$ cat src/rtl/iag_pkg.sv
// iag_pkg: shared types and constants of the im2col address generator.
// Register codes, channel payload structs, the configuration bundle.
// No dependencies.
`default_nettype none

package iag_pkg;

  localparam int CFG_DIM_W   = 11;  // plane and channel registers
  localparam int CFG_TAP_W   = 4;   // kernel, stride, padding, dilation registers
  localparam int CFG_DATA_W  = 11;  // widest register
  localparam int CFG_INDEX_W = 3;
  localparam int IMG_ADDR_W  = 32;  // image_base and src_address

  typedef enum logic [CFG_INDEX_W-1:0] {
    REG_NUM_CHANNELS = 3'd0,
    REG_IN_HEIGHT    = 3'd1,
    REG_IN_WIDTH     = 3'd2,
    REG_KERNEL_ROWS  = 3'd3,
    REG_KERNEL_COLS  = 3'd4,
    REG_STEP_SIZE    = 3'd5,
    REG_PAD_SIZE     = 3'd6,
    REG_TAP_SPACING  = 3'd7
  } cfg_reg_t;

  typedef struct packed {
    logic                  restart;
    logic [IMG_ADDR_W-1:0] image_base;
  } iag_item_t;

  typedef struct packed {
    logic [IMG_ADDR_W-1:0] src_address;
    logic                  is_pad;
    logic                  last;
    logic                  bad_config;
  } iag_result_t;

  // Effective configuration: zero counts forced to 1, dimensions saturated.
  typedef struct packed {
    logic [CFG_DIM_W-1:0] chans;
    logic [CFG_DIM_W-1:0] height;
    logic [CFG_DIM_W-1:0] width;
    logic [CFG_TAP_W-1:0] krows;
    logic [CFG_TAP_W-1:0] kcols;
    logic [CFG_TAP_W-1:0] step;
    logic [CFG_TAP_W-1:0] pad;
    logic [CFG_TAP_W-1:0] spacing;
  } iag_cfg_t;

  typedef struct packed {
    logic bad;
    logic last;
  } iag_flags_t;

endpackage

`default_nettype wire

$ cat src/rtl/iag_stream_if.sv
// iag_item_if, iag_result_if: valid/ready channels of the address generator.
// Depends on iag_pkg for the payload structs.
`default_nettype none

interface iag_item_if;
  logic                valid;
  logic                ready;
  iag_pkg::iag_item_t  payload;

  modport source (output valid, output payload, input ready);
  modport sink   (input valid, input payload, output ready);
endinterface

interface iag_result_if;
  logic                 valid;
  logic                 ready;
  iag_pkg::iag_result_t payload;

  modport source (output valid, output payload, input ready);
  modport sink   (input valid, input payload, output ready);
endinterface

`default_nettype wire

$ cat src/rtl/iag_cfg_regs.sv
// iag_cfg_regs: configuration register file and effective-value cleanup.
// Depends on iag_pkg.
`default_nettype none

module iag_cfg_regs #(
  parameter int MAX_DIM = 1024,
  localparam int DIM_MAX = (MAX_DIM > 2047) ? 2047 : MAX_DIM
) (
  input  wire logic                              clk,
  input  wire logic                              rst,
  input  wire logic                              cfg_write,
  input  wire logic [iag_pkg::CFG_INDEX_W-1:0]   cfg_index,
  input  wire logic [iag_pkg::CFG_DATA_W-1:0]    cfg_data,
  output iag_pkg::iag_cfg_t                      cfg
);
  import iag_pkg::*;

  logic [CFG_DIM_W-1:0] num_channels, in_height, in_width;
  logic [CFG_TAP_W-1:0] kernel_rows, kernel_cols, step_size, pad_size, tap_spacing;
  logic [CFG_DIM_W-1:0] chans_sat;

  always_ff @(posedge clk) begin
    if (rst) begin
      num_channels <= 11'd1;
      in_height    <= 11'd1;
      in_width     <= 11'd1;
      kernel_rows  <= 4'd1;
      kernel_cols  <= 4'd1;
      step_size    <= 4'd1;
      pad_size     <= 4'd0;
      tap_spacing  <= 4'd1;
    end else if (cfg_write) begin
      case (cfg_reg_t'(cfg_index))
        REG_NUM_CHANNELS: num_channels <= cfg_data;
        REG_IN_HEIGHT:    in_height    <= cfg_data;
        REG_IN_WIDTH:     in_width     <= cfg_data;
        REG_KERNEL_ROWS:  kernel_rows  <= cfg_data[CFG_TAP_W-1:0];
        REG_KERNEL_COLS:  kernel_cols  <= cfg_data[CFG_TAP_W-1:0];
        REG_STEP_SIZE:    step_size    <= cfg_data[CFG_TAP_W-1:0];
        REG_PAD_SIZE:     pad_size     <= cfg_data[CFG_TAP_W-1:0];
        REG_TAP_SPACING:  tap_spacing  <= cfg_data[CFG_TAP_W-1:0];
        default: ;
      endcase
    end
  end

  always_comb begin
    chans_sat   = (num_channels > 11'(DIM_MAX)) ? 11'(DIM_MAX) : num_channels;
    cfg.chans   = (chans_sat == '0) ? 11'd1 : chans_sat;
    cfg.height  = (in_height > 11'(DIM_MAX)) ? 11'(DIM_MAX) : in_height;
    cfg.width   = (in_width > 11'(DIM_MAX)) ? 11'(DIM_MAX) : in_width;
    cfg.krows   = (kernel_rows == '0) ? 4'd1 : kernel_rows;
    cfg.kcols   = (kernel_cols == '0) ? 4'd1 : kernel_cols;
    cfg.step    = (step_size == '0) ? 4'd1 : step_size;
    cfg.pad     = pad_size;
    cfg.spacing = tap_spacing;
  end

endmodule

`default_nettype wire

$ cat src/rtl/iag_walker.sv
// iag_walker: walk counters and first pipeline register of the address generator.
// Bounds come from multiply/compare against the extent numerator, no divider.
// Depends on iag_pkg.
`default_nettype none

module iag_walker #(
  parameter int MAX_DIM = 1024,
  localparam int DIM_MAX = (MAX_DIM > 2047) ? 2047 : MAX_DIM,
  localparam int DIM_W   = $clog2(DIM_MAX + 1),
  localparam int IDX_W   = $clog2(DIM_MAX),
  localparam int OIDX_W  = $clog2(DIM_MAX + 30),
  localparam int NW      = DIM_W + 5,
  localparam int CW      = OIDX_W + 5,
  localparam int RB_W    = NW - 1
) (
  input  wire logic                          clk,
  input  wire logic                          rst,
  input  wire logic                          advance,
  input  wire logic                          accept,
  input  wire logic                          restart,
  input  wire logic [iag_pkg::IMG_ADDR_W-1:0] image_base,
  input  wire iag_pkg::iag_cfg_t             cfg,
  output logic                               s1_valid,
  output iag_pkg::iag_flags_t                s1_flags,
  output logic [IDX_W-1:0]                   s1_chan,
  output logic [3:0]                         s1_krow,
  output logic [3:0]                         s1_kcol,
  output logic [RB_W-1:0]                    s1_row_base,
  output logic [RB_W-1:0]                    s1_col_base,
  output logic [iag_pkg::IMG_ADDR_W-1:0]     s1_base
);
  import iag_pkg::*;

  logic [IDX_W-1:0]  chan_idx, chan_next, c0, ce;
  logic [3:0]        krow_idx, krow_next, k0r, kre;
  logic [3:0]        kcol_idx, kcol_next, k0c, kce;
  logic [OIDX_W-1:0] orow_idx, orow_next, r0, ore;
  logic [OIDX_W-1:0] ocol_idx, ocol_next, q0, oce;
  logic [DIM_W-1:0]  ch, h, w;
  logic [7:0]        span_r, span_c;
  logic [NW-1:0]     num_r, num_c;
  logic [CW-1:0]     lim_r, lim_c, prod_r, prod_c, ore_s, oce_s;
  logic              bad, last_w;
  logic              ch_more, kr_more, kc_more, row_more, col_more;

  assign ch = cfg.chans[DIM_W-1:0];
  assign h  = cfg.height[DIM_W-1:0];
  assign w  = cfg.width[DIM_W-1:0];

  // Extent numerator n + 2p - d(k-1) - 1; its sign bit flags a bad window.
  always_comb begin
    span_r = cfg.spacing * (cfg.krows - 4'd1);
    span_c = cfg.spacing * (cfg.kcols - 4'd1);
    num_r  = NW'(h) + NW'({cfg.pad, 1'b0}) - NW'(span_r) - NW'(1);
    num_c  = NW'(w) + NW'({cfg.pad, 1'b0}) - NW'(span_c) - NW'(1);
    bad    = num_r[NW-1] | num_c[NW-1];
    lim_r  = CW'(num_r[NW-2:0]);
    lim_c  = CW'(num_c[NW-2:0]);
  end

  // Restart, then clear any counter left beyond a changed bound.
  // Output row o is in range while o*step <= numerator.
  always_comb begin
    c0  = restart ? '0 : chan_idx;
    k0r = restart ? '0 : krow_idx;
    k0c = restart ? '0 : kcol_idx;
    r0  = restart ? '0 : orow_idx;
    q0  = restart ? '0 : ocol_idx;

    ce  = (DIM_W'(c0) >= ch) ? '0 : c0;
    kre = (k0r >= cfg.krows) ? 4'd0 : k0r;
    kce = (k0c >= cfg.kcols) ? 4'd0 : k0c;

    prod_r = CW'(r0) * CW'(cfg.step);
    prod_c = CW'(q0) * CW'(cfg.step);
    ore    = (prod_r > lim_r) ? '0 : r0;
    ore_s  = (prod_r > lim_r) ? '0 : prod_r;
    oce    = (prod_c > lim_c) ? '0 : q0;
    oce_s  = (prod_c > lim_c) ? '0 : prod_c;

    ch_more  = ((DIM_W+1)'(ce) + (DIM_W+1)'(1)) < (DIM_W+1)'(ch);
    kr_more  = (5'(kre) + 5'd1) < 5'(cfg.krows);
    kc_more  = (5'(kce) + 5'd1) < 5'(cfg.kcols);
    row_more = (ore_s + CW'(cfg.step)) <= lim_r;
    col_more = (oce_s + CW'(cfg.step)) <= lim_c;
    last_w   = !(ch_more | kr_more | kc_more | row_more | col_more);
  end

  // Odometer advance, output column fastest.
  always_comb begin
    chan_next = ce;
    krow_next = kre;
    kcol_next = kce;
    orow_next = ore;
    ocol_next = oce;
    if (bad) begin
      chan_next = '0;
      krow_next = '0;
      kcol_next = '0;
      orow_next = '0;
      ocol_next = '0;
    end else if (col_more) begin
      ocol_next = oce + OIDX_W'(1);
    end else begin
      ocol_next = '0;
      if (row_more) begin
        orow_next = ore + OIDX_W'(1);
      end else begin
        orow_next = '0;
        if (kc_more) begin
          kcol_next = kce + 4'd1;
        end else begin
          kcol_next = '0;
          if (kr_more) begin
            krow_next = kre + 4'd1;
          end else begin
            krow_next = '0;
            chan_next = ch_more ? ce + IDX_W'(1) : '0;
          end
        end
      end
    end
  end

  always_ff @(posedge clk) begin
    if (rst) begin
      chan_idx <= '0;
      krow_idx <= '0;
      kcol_idx <= '0;
      orow_idx <= '0;
      ocol_idx <= '0;
      s1_valid <= 1'b0;
    end else begin
      if (accept) begin
        chan_idx <= chan_next;
        krow_idx <= krow_next;
        kcol_idx <= kcol_next;
        orow_idx <= orow_next;
        ocol_idx <= ocol_next;
      end
      if (advance) begin
        s1_valid <= accept;
      end
    end
  end

  always_ff @(posedge clk) begin
    if (accept) begin
      s1_flags.bad  <= bad;
      s1_flags.last <= last_w;
      s1_chan       <= ce;
      s1_krow       <= kre;
      s1_kcol       <= kce;
      s1_row_base   <= ore_s[RB_W-1:0];
      s1_col_base   <= oce_s[RB_W-1:0];
      s1_base       <= image_base;
    end
  end

`ifndef SYNTH
  a_wrap_to_start: assert property (@(posedge clk) disable iff (rst)
    accept && (bad || last_w) |=>
      chan_idx == '0 && krow_idx == '0 && kcol_idx == '0 &&
      orow_idx == '0 && ocol_idx == '0)
    else $error("walk did not return to the first element");

  a_walk_progress: assert property (@(posedge clk) disable iff (rst)
    accept && !bad && !last_w |=>
      !(chan_idx == '0 && krow_idx == '0 && kcol_idx == '0 &&
        orow_idx == '0 && ocol_idx == '0))
    else $error("walk fell back to the start before the last element");
`endif

endmodule

`default_nettype wire

$ cat src/rtl/iag_addr_pipe.sv
// iag_addr_pipe: source position, padding test and address sum, three stages.
// Ends in the result register. Depends on iag_pkg.
`default_nettype none

module iag_addr_pipe #(
  parameter int MAX_DIM   = 1024,
  parameter int ADDR_BITS = 32,
  localparam int DIM_MAX = (MAX_DIM > 2047) ? 2047 : MAX_DIM,
  localparam int DIM_W   = $clog2(DIM_MAX + 1),
  localparam int IDX_W   = $clog2(DIM_MAX),
  localparam int NW      = DIM_W + 5,
  localparam int RB_W    = NW - 1,
  localparam int PW      = NW + 1,
  localparam int HW_W    = 2 * DIM_W,
  localparam int PL_W    = IDX_W + HW_W
) (
  input  wire logic                           clk,
  input  wire logic                           rst,
  input  wire logic                           advance,
  input  wire iag_pkg::iag_cfg_t              cfg,
  input  wire logic                           s1_valid,
  input  wire iag_pkg::iag_flags_t            s1_flags,
  input  wire logic [IDX_W-1:0]               s1_chan,
  input  wire logic [3:0]                     s1_krow,
  input  wire logic [3:0]                     s1_kcol,
  input  wire logic [RB_W-1:0]                s1_row_base,
  input  wire logic [RB_W-1:0]                s1_col_base,
  input  wire logic [iag_pkg::IMG_ADDR_W-1:0] s1_base,
  output logic                                out_valid,
  output iag_pkg::iag_result_t                out_payload
);
  import iag_pkg::*;

  logic [DIM_W-1:0]      h, w;
  logic [HW_W-1:0]       hw;
  logic [7:0]            tap_r, tap_c;
  logic [PW-1:0]         row_sum, col_sum;
  logic [PL_W-1:0]       plane_w;

  logic                  s2_valid;
  iag_flags_t            s2_flags;
  logic [PW-1:0]         s2_row, s2_col;
  logic [PL_W-1:0]       s2_plane;
  logic [IMG_ADDR_W-1:0] s2_base;

  logic                  row_in, col_in;
  logic [HW_W-1:0]       rw_w;
  logic [ADDR_BITS-1:0]  basepc_w;

  logic                  s3_valid;
  iag_flags_t            s3_flags;
  logic                  s3_pad;
  logic [HW_W-1:0]       s3_rw;
  logic [ADDR_BITS-1:0]  s3_basepc;

  logic [ADDR_BITS-1:0]  addr_w;
  logic                  zero_w;

  assign h = cfg.height[DIM_W-1:0];
  assign w = cfg.width[DIM_W-1:0];

  // Plane size, a register; settles after a config write, before any use.
  always_ff @(posedge clk) begin
    hw <= h * w;
  end

  // Stage 2: signed source row/column, channel plane offset.
  always_comb begin
    tap_r   = s1_krow * cfg.spacing;
    tap_c   = s1_kcol * cfg.spacing;
    row_sum = PW'(s1_row_base) + PW'(tap_r) - PW'(cfg.pad);
    col_sum = PW'(s1_col_base) + PW'(tap_c) - PW'(cfg.pad);
    plane_w = s1_chan * hw;
  end

  // Stage 3: bounds test, row times width, base plus plane plus column.
  always_comb begin
    row_in   = !s2_row[PW-1] && (s2_row[PW-2:0] < (PW-1)'(h));
    col_in   = !s2_col[PW-1] && (s2_col[PW-2:0] < (PW-1)'(w));
    rw_w     = s2_row[DIM_W-1:0] * w;
    basepc_w = ADDR_BITS'(s2_base) + ADDR_BITS'(s2_plane) + ADDR_BITS'(s2_col[DIM_W-1:0]);
  end

  assign addr_w = s3_basepc + ADDR_BITS'(s3_rw);
  assign zero_w = s3_flags.bad | s3_pad;

  always_ff @(posedge clk) begin
    if (rst) begin
      s2_valid  <= 1'b0;
      s3_valid  <= 1'b0;
      out_valid <= 1'b0;
    end else if (advance) begin
      s2_valid  <= s1_valid;
      s3_valid  <= s2_valid;
      out_valid <= s3_valid;
    end
  end

  always_ff @(posedge clk) begin
    if (advance) begin
      s2_flags  <= s1_flags;
      s2_row    <= row_sum;
      s2_col    <= col_sum;
      s2_plane  <= plane_w;
      s2_base   <= s1_base;

      s3_flags  <= s2_flags;
      s3_pad    <= !(row_in && col_in);
      s3_rw     <= rw_w;
      s3_basepc <= basepc_w;

      out_payload.src_address <= zero_w ? '0 : IMG_ADDR_W'(addr_w);
      out_payload.is_pad      <= zero_w;
      out_payload.last        <= s3_flags.bad | s3_flags.last;
      out_payload.bad_config  <= s3_flags.bad;
    end
  end

`ifndef SYNTH
  a_stage_hold: assert property (@(posedge clk) disable iff (rst)
    s3_valid && !advance |=> s3_valid && $stable(s3_basepc) && $stable(s3_rw))
    else $error("stage 3 item changed while the result was stalled");

  a_stage_forward: assert property (@(posedge clk) disable iff (rst)
    s3_valid && advance |=> out_valid)
    else $error("stage 3 item did not reach the result register");

  a_pad_zero_addr: assert property (@(posedge clk) disable iff (rst)
    out_valid && out_payload.is_pad |-> out_payload.src_address == '0)
    else $error("padding element carries a nonzero address");
`endif

endmodule

`default_nettype wire

$ cat src/rtl/im2col_address_generator.sv
// im2col_address_generator: top level of the im2col read-address generator.
// Depends on iag_pkg, iag_item_if/iag_result_if, iag_cfg_regs, iag_walker,
// iag_addr_pipe.
//
// Usage:
//   cfg_write/cfg_index/cfg_data load the eight shape registers (channels,
//   height, width, kernel rows/cols, stride, padding, dilation). Write them
//   only while no transfer is in flight.
//   Each transfer on `item` (restart flag, image base) yields exactly one
//   transfer on `result`: the source address of the next im2col element, or
//   a padding mark, plus the end-of-image mark and the bad-window flag.
//   Walk order is channel, kernel row, kernel column, output row, output col.
//   Pipeline: the item transfer edge loads the walker register; the position
//   stage, address stage and result register follow in that order, and
//   result.valid rises once the item has reached the result register.
//   Throughput: one item per cycle, back to back, while no result is held;
//   each stage is a short step of small multiplies, adds and compares.
//   Stalls: when the result is held (valid without ready) the whole pipe
//   freezes and item.ready drops in that cycle; item.ready otherwise stays
//   high, so new items enter while results are still draining.
//   Reset (rst, synchronous): registers back to 1 (padding 0), walk
//   position to the first element, pipeline emptied.
`default_nettype none

module im2col_address_generator #(
  parameter int ADDR_BITS = 32,
  parameter int MAX_DIM   = 1024,
  localparam int DIM_MAX = (MAX_DIM > 2047) ? 2047 : MAX_DIM,
  localparam int DIM_W   = $clog2(DIM_MAX + 1),
  localparam int IDX_W   = $clog2(DIM_MAX),
  localparam int RB_W    = DIM_W + 4
) (
  input  wire logic                            clk,
  input  wire logic                            rst,
  input  wire logic                            cfg_write,
  input  wire logic [iag_pkg::CFG_INDEX_W-1:0] cfg_index,
  input  wire logic [iag_pkg::CFG_DATA_W-1:0]  cfg_data,
  iag_item_if.sink                             item,
  iag_result_if.source                         result
);
  import iag_pkg::*;

  iag_cfg_t              cfg;
  logic                  advance, accept;
  logic                  out_valid;
  iag_result_t           out_payload;

  logic                  s1_valid;
  iag_flags_t            s1_flags;
  logic [IDX_W-1:0]      s1_chan;
  logic [3:0]            s1_krow, s1_kcol;
  logic [RB_W-1:0]       s1_row_base, s1_col_base;
  logic [IMG_ADDR_W-1:0] s1_base;

  // Whole pipe moves together: it advances unless a result is being held.
  assign advance = !out_valid || result.ready;
  assign accept  = item.valid && advance;

  assign item.ready     = advance;
  assign result.valid   = out_valid;
  assign result.payload = out_payload;

  iag_cfg_regs #(.MAX_DIM(MAX_DIM)) u_cfg (
    .clk       (clk),
    .rst       (rst),
    .cfg_write (cfg_write),
    .cfg_index (cfg_index),
    .cfg_data  (cfg_data),
    .cfg       (cfg)
  );

  // Walk counters; bounds are derived live from the registers every cycle.
  iag_walker #(.MAX_DIM(MAX_DIM)) u_walker (
    .clk         (clk),
    .rst         (rst),
    .advance     (advance),
    .accept      (accept),
    .restart     (item.payload.restart),
    .image_base  (item.payload.image_base),
    .cfg         (cfg),
    .s1_valid    (s1_valid),
    .s1_flags    (s1_flags),
    .s1_chan     (s1_chan),
    .s1_krow     (s1_krow),
    .s1_kcol     (s1_kcol),
    .s1_row_base (s1_row_base),
    .s1_col_base (s1_col_base),
    .s1_base     (s1_base)
  );

  // Position, padding test and address sum, then the result register.
  iag_addr_pipe #(.MAX_DIM(MAX_DIM), .ADDR_BITS(ADDR_BITS)) u_pipe (
    .clk         (clk),
    .rst         (rst),
    .advance     (advance),
    .cfg         (cfg),
    .s1_valid    (s1_valid),
    .s1_flags    (s1_flags),
    .s1_chan     (s1_chan),
    .s1_krow     (s1_krow),
    .s1_kcol     (s1_kcol),
    .s1_row_base (s1_row_base),
    .s1_col_base (s1_col_base),
    .s1_base     (s1_base),
    .out_valid   (out_valid),
    .out_payload (out_payload)
  );

endmodule

`default_nettype wire

$ cat src/flat_wrapper.sv
// flat-port wrapper written by rule: the top's interface ports become plain ports
module im2col_address_generator_flat import iag_pkg::*;
#(
  parameter int ADDR_BITS = 32,
  parameter int MAX_DIM   = 1024,
  localparam int DIM_MAX = (MAX_DIM > 2047) ? 2047 : MAX_DIM,
  localparam int DIM_W   = $clog2(DIM_MAX + 1),
  localparam int IDX_W   = $clog2(DIM_MAX),
  localparam int RB_W    = DIM_W + 4
)
  (clk, rst, cfg_write, cfg_index, cfg_data, item_valid, item_payload, item_ready, result_valid, result_payload, result_ready);
  iag_item_if item_i ();
  iag_result_if result_i ();
  input  wire logic clk;
  input  wire logic rst;
  input  wire logic cfg_write;
  input  wire logic [iag_pkg::CFG_INDEX_W-1:0] cfg_index;
  input  wire logic [iag_pkg::CFG_DATA_W-1:0] cfg_data;
  input wire logic [$bits(item_i.valid)-1:0] item_valid;
  input wire logic [$bits(item_i.payload)-1:0] item_payload;
  output wire logic [$bits(item_i.ready)-1:0] item_ready;
  output wire logic [$bits(result_i.valid)-1:0] result_valid;
  output wire logic [$bits(result_i.payload)-1:0] result_payload;
  input wire logic [$bits(result_i.ready)-1:0] result_ready;
  assign item_i.valid = item_valid;
  assign item_i.payload = item_payload;
  assign item_ready = item_i.ready;
  assign result_valid = result_i.valid;
  assign result_payload = result_i.payload;
  assign result_i.ready = result_ready;
  im2col_address_generator #(.ADDR_BITS(ADDR_BITS), .MAX_DIM(MAX_DIM)) u_core (.clk(clk), .rst(rst), .cfg_write(cfg_write), .cfg_index(cfg_index), .cfg_data(cfg_data), .item(item_i), .result(result_i));
endmodule
$ cat config.mk
export PLATFORM = sky130hd
export DESIGN_NAME = im2col_address_generator_flat
export DESIGN_NICKNAME = d
export VERILOG_FILES = /design/src/rtl/iag_pkg.sv /design/src/rtl/iag_stream_if.sv /design/src/rtl/iag_cfg_regs.sv /design/src/rtl/iag_walker.sv /design/src/rtl/iag_addr_pipe.sv /design/src/rtl/im2col_address_generator.sv /design/src/flat_wrapper.sv
export SDC_FILE = /design/constraint.sdc
export NUM_CORES = 2
export LEC_CHECK = 0
export BUFFER_PORTS_ARGS = -buffer_cell sky130_fd_sc_hd__buf_2
export CAP_MARGIN = 30
export CORE_ASPECT_RATIO = 1.1
export CORE_MARGIN = 2
export CORE_UTILIZATION = 40
export CTS_CLUSTER_DIAMETER = 200
export CTS_CLUSTER_SIZE = 20
export DETAILED_ROUTE_END_ITERATION = 10
export GPL_ROUTABILITY_DRIVEN = 0
export PLACE_DENSITY = 0.57
export SYNTH_ARGS = -nofsm -noshare
export SYNTH_HDL_FRONTEND = slang
export SYNTH_SLANG_ARGS = --single-unit
$ cat constraint.sdc
create_clock -name clk -period 32.5 [get_ports clk]
set_input_delay 1.625 -clock clk [delete_from_list [all_inputs] [get_ports clk]]
set_output_delay 1.625 -clock clk [all_outputs]
set_load 0.02 [all_outputs]
# Word level (Yosys, flattened, before mapping)

Index checks and enable logic that the tools add are counted.

Add/subtract/negate cells: 25
Multipliers: 9
$lt $le $gt $ge: 15
Eq/ne operators: 7
Muxes and demuxes: 39
Bitwise logic cells: 7
Reduce and logical (&&, ||, !) cells: 23

Operator list:

| operator                                           | count |
|---|---|
| two-way mux 11 bit                                 | 13 |
| two-way mux 10 bit                                 | 8 |
| two-way mux 4 bit                                  | 16 |
| multiplier 11 x 11 -> 22 bit                       | 2 |
| subtractor 16 x 4 -> 17 bit                        | 2 |
| > comparator 11 bit, second input constant         | 3 |
| adder 15 x 4 -> 16 bit                             | 2 |
| adder 15 x 8 -> 16 bit                             | 2 |
| adder 32 x 11 -> 32 bit                            | 1 |
| adder 32 x 22 -> 32 bit                            | 1 |
| adder 32 bit                                       | 1 |
| less-or-equal comparator 16 x 15 -> 1 bit          | 2 |
| < comparator 16 x 11 -> 1 bit                      | 2 |
| multiplier 10 x 22 -> 32 bit                       | 1 |
| > comparator 15 bit                                | 2 |
| multiplier 11 x 4 -> 15 bit                        | 2 |
| two-way mux 15 bit                                 | 2 |
| subtractor 13 x 2 -> 14 bit, second input constant | 2 |
| subtractor 12 x 8 -> 13 bit                        | 2 |
| adder 11 x 5 -> 12 bit                             | 2 |
| adder 11 x 1 -> 11 bit, second input constant      | 2 |
| multiplier 4 x 4 -> 8 bit                          | 2 |
| AND reduction 2 bit                                | 8 |
| == test 3 bit, second input constant               | 4 |
| 20 further kinds                                   | 41 |

Register bits: 393
Input port bits: 52
Output and inout port bits: 37

# Depth between registers and ports, before layout

Depth after elaboration: 14
Gate-level depth with buffers: 56
Mapped depth without buffers: 55

# Hierarchy

Synthesis repeated with hierarchy kept, for this count alone.

Cell total of the unflattened synthesis: 4,714
Area, all modules: 44,007.2 um^2

By module, submodules not included:

| module                   | times used | cells an instance | area each (um^2) |
|---|---|---|---|
| iag_addr_pipe            | 1          | 2,825             | 27,542.7 |
| iag_walker               | 1          | 1,609             | 14,173.6 |
| iag_cfg_regs             | 1          | 278               | 2,268.4 |
| im2col_address_generator | 1          | 2                 | 22.5 |

# Worst setup path before layout

Ideal clock, no wire load.

Path type: reg-to-reg
Start point: register u_core.u_cfg.kernel_cols[2]
End point: register u_core.u_walker.ocol_idx[6]
Arrival time: 11,504 ps
Data required time: 32,443 ps
Setup slack: 20,939 ps
Cell stages (with the launch flop): 50
Buffers on the path: 3
Clock period less this slack: 11,561 ps
Cells stage by stage: dfxtp_1 nor2_1 a21oi_1 ha_1 nand2_1 or2_2 fa_1 fa_1 fa_1 fa_1 inv_1 fa_1 inv_1 ha_1 o21a_1 a2111oi_2 o221a_2 a41o_1 (+14 left out) ha_1 a21oi_1 nor4_1 nand3_1 xnor2_1 nor2_1 ha_1 nand2_1 nor4_1 a2111oi_0 o21ai_0 o221ai_1 o2111ai_1 a2111oi_2 nand3_1 buf_4 o21ai_0 a21o_1

Cells in the longest elaborated chain, start to end: 12
Elaborated cells on any way between the ends: 15
Those cells by class: 5 x add/sub; 1 x mul; 2 x order compare; 5 x mux; 1 x bitwise; 1 x reduce/logical

RTL lines:

| item                                        | line               | RTL |
|---|---|---|
| start: declaration                          | iag_cfg_regs.sv:19 | `logic [CFG_TAP_W-1:0] kernel_rows, kernel_cols, step_size, pad_size, tap_spacing;` |
| start signal: assignment                    | iag_cfg_regs.sv:38 | `REG_KERNEL_COLS: kernel_cols <= cfg_data[CFG_TAP_W-1:0];` |
| logical NOT 4 bit                           | iag_cfg_regs.sv:53 | `cfg.kcols = (kernel_cols == '0) ? 4'd1 : kernel_cols;` |
| two-way mux 4 bit *                         | iag_cfg_regs.sv:53 |  |
| subtractor 4 x 1 -> 5 bit *                 | iag_walker.sv:53   | `span_c = cfg.spacing * (cfg.kcols - 4'd1);` |
| multiplier 5 x 5 -> 8 bit *                 | iag_walker.sv:53   |  |
| subtractor 12 x 8 -> 13 bit *               | iag_walker.sv:55   | `num_c = NW'(w) + NW'({cfg.pad, 1'b0}) - NW'(span_c) - NW'(1);` |
| subtractor 13 x 2 -> 14 bit *               | iag_walker.sv:55   |  |
| > comparator 15 bit *                       | iag_walker.sv:79   | `oce_s = (prod_c > lim_c) ? '0 : prod_c;` |
| two-way mux 15 bit *                        | iag_walker.sv:79   |  |
| net u_core.u_walker.oce_s[3]                | iag_walker.sv:42   | `logic [CW-1:0] lim_r, lim_c, prod_r, prod_c, ore_s, oce_s;` |
| adder 15 x 4 -> 16 bit *                    | iag_walker.sv:85   | `col_more = (oce_s + CW'(cfg.step)) <= lim_c;` |
| less-or-equal comparator 16 x 15 -> 1 bit * | iag_walker.sv:85   |  |
| two-way mux 11 bit *                        | iag_walker.sv:102  | `end else if (col_more) begin` |
| two-way mux 11 bit *                        | iag_walker.sv:96   | `if (bad) begin` |
| end signal: assignment                      | iag_walker.sv:139  | `ocol_idx <= ocol_next;` |
| end: declaration                            | iag_walker.sv:38   | `logic [OIDX_W-1:0] ocol_idx, ocol_next, q0, oce;` |

Mark *: on every way through the listed nets, which the timed path passes. The rest lies on a longest branch.
A chain may end at the register's enable or synchronous reset.

# Worst setup path in the final report

Start point: register u_core.u_cfg.kernel_cols[2]
End point: register u_core.u_walker.ocol_idx[5]

Same word-level chain as after synthesis.

==> results.md <==
* Syn Std Cell Area at 42990 µm²
* Relative area change from synthesis to final layout at 5.926%
* CTS buffer count at 23
* Post-CTS Setup Inserts at 0
* Number of failing hold endpoints at the final stage at 0
* Final number of max-transition violations at 0
* Share of power burned in registers at 0.431
* Top-level port count at 89
* Hpwl dp at approximately 90 mm
* Launching element type of the critical path: flop
* Library cell appearing most often on the critical path: fa_1
* Total negative slack at 0 ps
* Crit path capture type: flop
* Type of the worst min-delay path: reg -> reg
* Fraction of power spent switching nets at 0.3709
* Count of routing violations after the opening detailed-route iteration at 2035
* Register area at 10610 µm²
* Most common library cell in the layout ignoring fill and taps: inv_1
* Delay-heaviest family, CP: compound AO/OA/AOI/OAI gates
* Die area at 110100 µm²
* Clock-pin slew of the registers on the worst-case setup and hold paths at about 90 ps
* Pre-CTS setup slack at 19030 ps
* TritonCTS clock tree: built
* Rows at 126
* Multi-input combinational cell area at about 30000 µm²
* Min Clock Period, post-route at around 14000 ps
* Worst-case clock buffer depth at 3
* Setup violators final at 0
* Largest net degree at the start of global routing at 77
* Count of instances resized after the clock tree is built at 0
* Highest-delay cell along the critical path: fa_1
* Number of antenna violations at the first check in global routing at 2
* Power spent charging and discharging nets at roughly 0.57 mW
* Clock root buffer: clkbuf_16
* Initial standard-cell utilization of the core at 0.4022
* Vertical die dimension at 347.8 µm
* Number of warnings issued by yosys at 0
* Worst path max stage delay at 590 ps
* Power Density at 33.95 nW/µm²
* Highest clock rate at 0.07319 GHz
* Total vias in the final route at 32010
* Transition time of the tightest slew-check pin at 1015 ps
* Routed length per placed instance at roughly 19 µm
* Length of the first detailed-routing pass in iterations at 6
* Detailed-route vias per instance at 5.284
* Overflow left after global routing at 0
* Die outline width at 316.6 µm
* GRT Util Overall at 0.2066
* Clk sinks at ~390
* Data arrival time of the critical path at roughly 14000 ps
* Wirelength, routed at 112.6 mm
* Number of enable flip-flop cells after synthesis at 274
* Final Worst Setup Slack at roughly 19000 ps
* Leakage component of the power at 21.52 nW
* Fraction of the yosys area taken by sequential cells at 0.2468
* Antenna diodes at 0
* Relative max-transition margin at 0.3232
* Maximum clock skew at final layout at 50.37 ps
* Via count of the first global-routing pass at 32780
* Final period utilization at 0.4204
* Worst setup path category: reg -> reg
* Most area-hungry cell type in the Yosys netlist: fa_1
* Net count after synthesis at roughly 5700
* Skew-Pair Late Insertion Delay at 640 ps
* Main flop type after synthesis: edfxtp_1
* Largest fanout on the critical path at 13
* Comb power frac at 0.364
* Result of the run: finished, final reports clean
* Max capacitance violation total at 0
* Final #Nets at between 5000 and 6000
* Buffering stage count on the worst path with inverters included at 2
* Setup repair after global routing missed its margin: false
* Share of layout cells above drive strength 1 at 0.04215
* Syn_area_per_cell at 9.261 µm²
* Max IR drop VDD at 0.00003801 V
* Wire length of the first global-routing pass at around 180 mm
* Internal Dissipation at 0.9727 mW
* Count of different cell masters after synthesis at 94
* Share of synthesized flip-flops with an asynchronous set or reset at 0
* Instance count of the mapped netlist at 4642
* Placeable core region at 106900 µm²
* Leading cell types in the layout, fill and taps excluded: inv_1 (606), nand2_1 (581), ha_1 (538)
* DRC Markers at 0
* Clock group share of total power at 0.205
* Number of levels in the clock H-tree at 1
* Antenna Nets Post-Route at 0
* Fill cells at 10630
* Data required time of the worst path at 33070 ps
* Top-area cell type share of the netlist area at 0.1979
* Hold-fix buffers, CTS at 0
* Area contributors post-synth: fa_1 (20%), edfxtp_1 (19%), ha_1 (16%)
* Number of port buffers at 88
* Register bit total from synthesis at between 300 and 400
cells by family (layout without fill, tap and decap cells):
logic type / after synthesis / after routing / synth area share
fa+ha+maj: 965 / 965 / 0.3549
flops: 393 / 393 / 0.2468
mux: 21 / 21 / 0.004889
compound gates: 655 / 655 / 0.1022
simple gates: 1631 / 1631 / 0.1808
buf+inv: 765 / 773 / 0.06706
xor+xnor: 212 / 212 / 0.04336
metrics by stage:
stage	power, mW	instances	cell area [µm²]	utilization	hold slack [ps]
3_5_place_dp	1.241	6017	44870	0.4198	404.5
2_1_floorplan	1.072	4642	42990	-	400.3
6_report	1.546	6058	45540	0.4260	425.9
5_1_grt	1.656	6058	45540	0.4260	434.4
3_3_place_gp	1.237	6015	44840	0.4195	402.7
4_1_cts	1.566	6058	45540	0.4260	424.8
synth_stat cells (58+ instances only):
master	n
dfxtp_1	119
edfxtp_1	274
nand2_1	581
inv_1	607
clkbuf_1	134
a21o_1	58
xnor2_1	149
nor2_1	348
nor3_1	87
nand3_1	93
nor2b_1	89
and2_1	204
xor2_1	62
o21ai_0	119
fa_1	425
a21oi_1	184
ha_1	538
power by group through the flow:
stage / registers, mW / logic, mW / clock network [mW]
2_1_floorplan: 0.634 / 0.438 / 0
3_3_place_gp: 0.680 / 0.557 / 0
3_5_place_dp: 0.680 / 0.561 / 0
4_1_cts: 0.669 / 0.566 / 0.331
5_1_grt: 0.674 / 0.637 / 0.345
6_report: 0.667 / 0.563 / 0.316
state kept, by name, summed over array words and instances, names as in the netlist, 10 cells and up:
signal,cells
u_core.u_cfg.in_width,11
u_core.u_pipe.hw,22
u_core.u_walker.s1_col_base,15
u_core.u_pipe.s2_row,17
u_core.u_pipe.out_payload,35
u_core.u_walker.s1_row_base,15
u_core.u_walker.orow_idx,11
u_core.u_pipe.s2_plane,32
u_core.u_walker.chan_idx,10
u_core.u_cfg.num_channels,11
u_core.u_walker.s1_base,32
u_core.u_pipe.s2_col,17
u_core.u_walker.ocol_idx,11
u_core.u_pipe.s2_base,32
u_core.u_pipe.s3_rw,22
u_core.u_pipe.s3_basepc,32
u_core.u_cfg.in_height,11
u_core.u_walker.s1_chan,10
cell type report:
class,count,share of cell area
multi-input combinational,3484,0.6482
sequential,393,0.2330
inverter,617,0.05105
tap,1408,0.03869
timing repair buffer,115,0.01451
clock buffer,38,0.01388
clock inverter,3,0.0007144
per-layer routing:
layer | routed length [µm] | vias to the layer above | share of wire | GRT usage
met4 | 4776 | 0 | 0.042 | 0.07711
met3 | 4636 | 218 | 0.041 | 0.02210
met1 | 47970 | 15610 | 0.43 | 0.2546
met5 | 0 | - | 0 | 0
met2 | 55180 | 701 | 0.49 | 0.3690
li1 | - | 15480 | - | -
path summary, 6_finish.rpt:
kind | end | slack (ps) | start | cells past startpoint
max reg2reg | u_core.u_walker.ocol_idx[5] | 18840 | u_core.u_cfg.kernel_cols[2] | 48
max | u_core.u_walker.ocol_idx[5] | 18840 | u_core.u_cfg.kernel_cols[2] | 48
min | u_core.u_pipe.s2_base[29] | 430 | u_core.u_walker.s1_base[29] | 0
min reg2reg | u_core.u_pipe.s2_base[29] | 430 | u_core.u_walker.s1_base[29] | 0
Power figures use the tool's default switching activity.
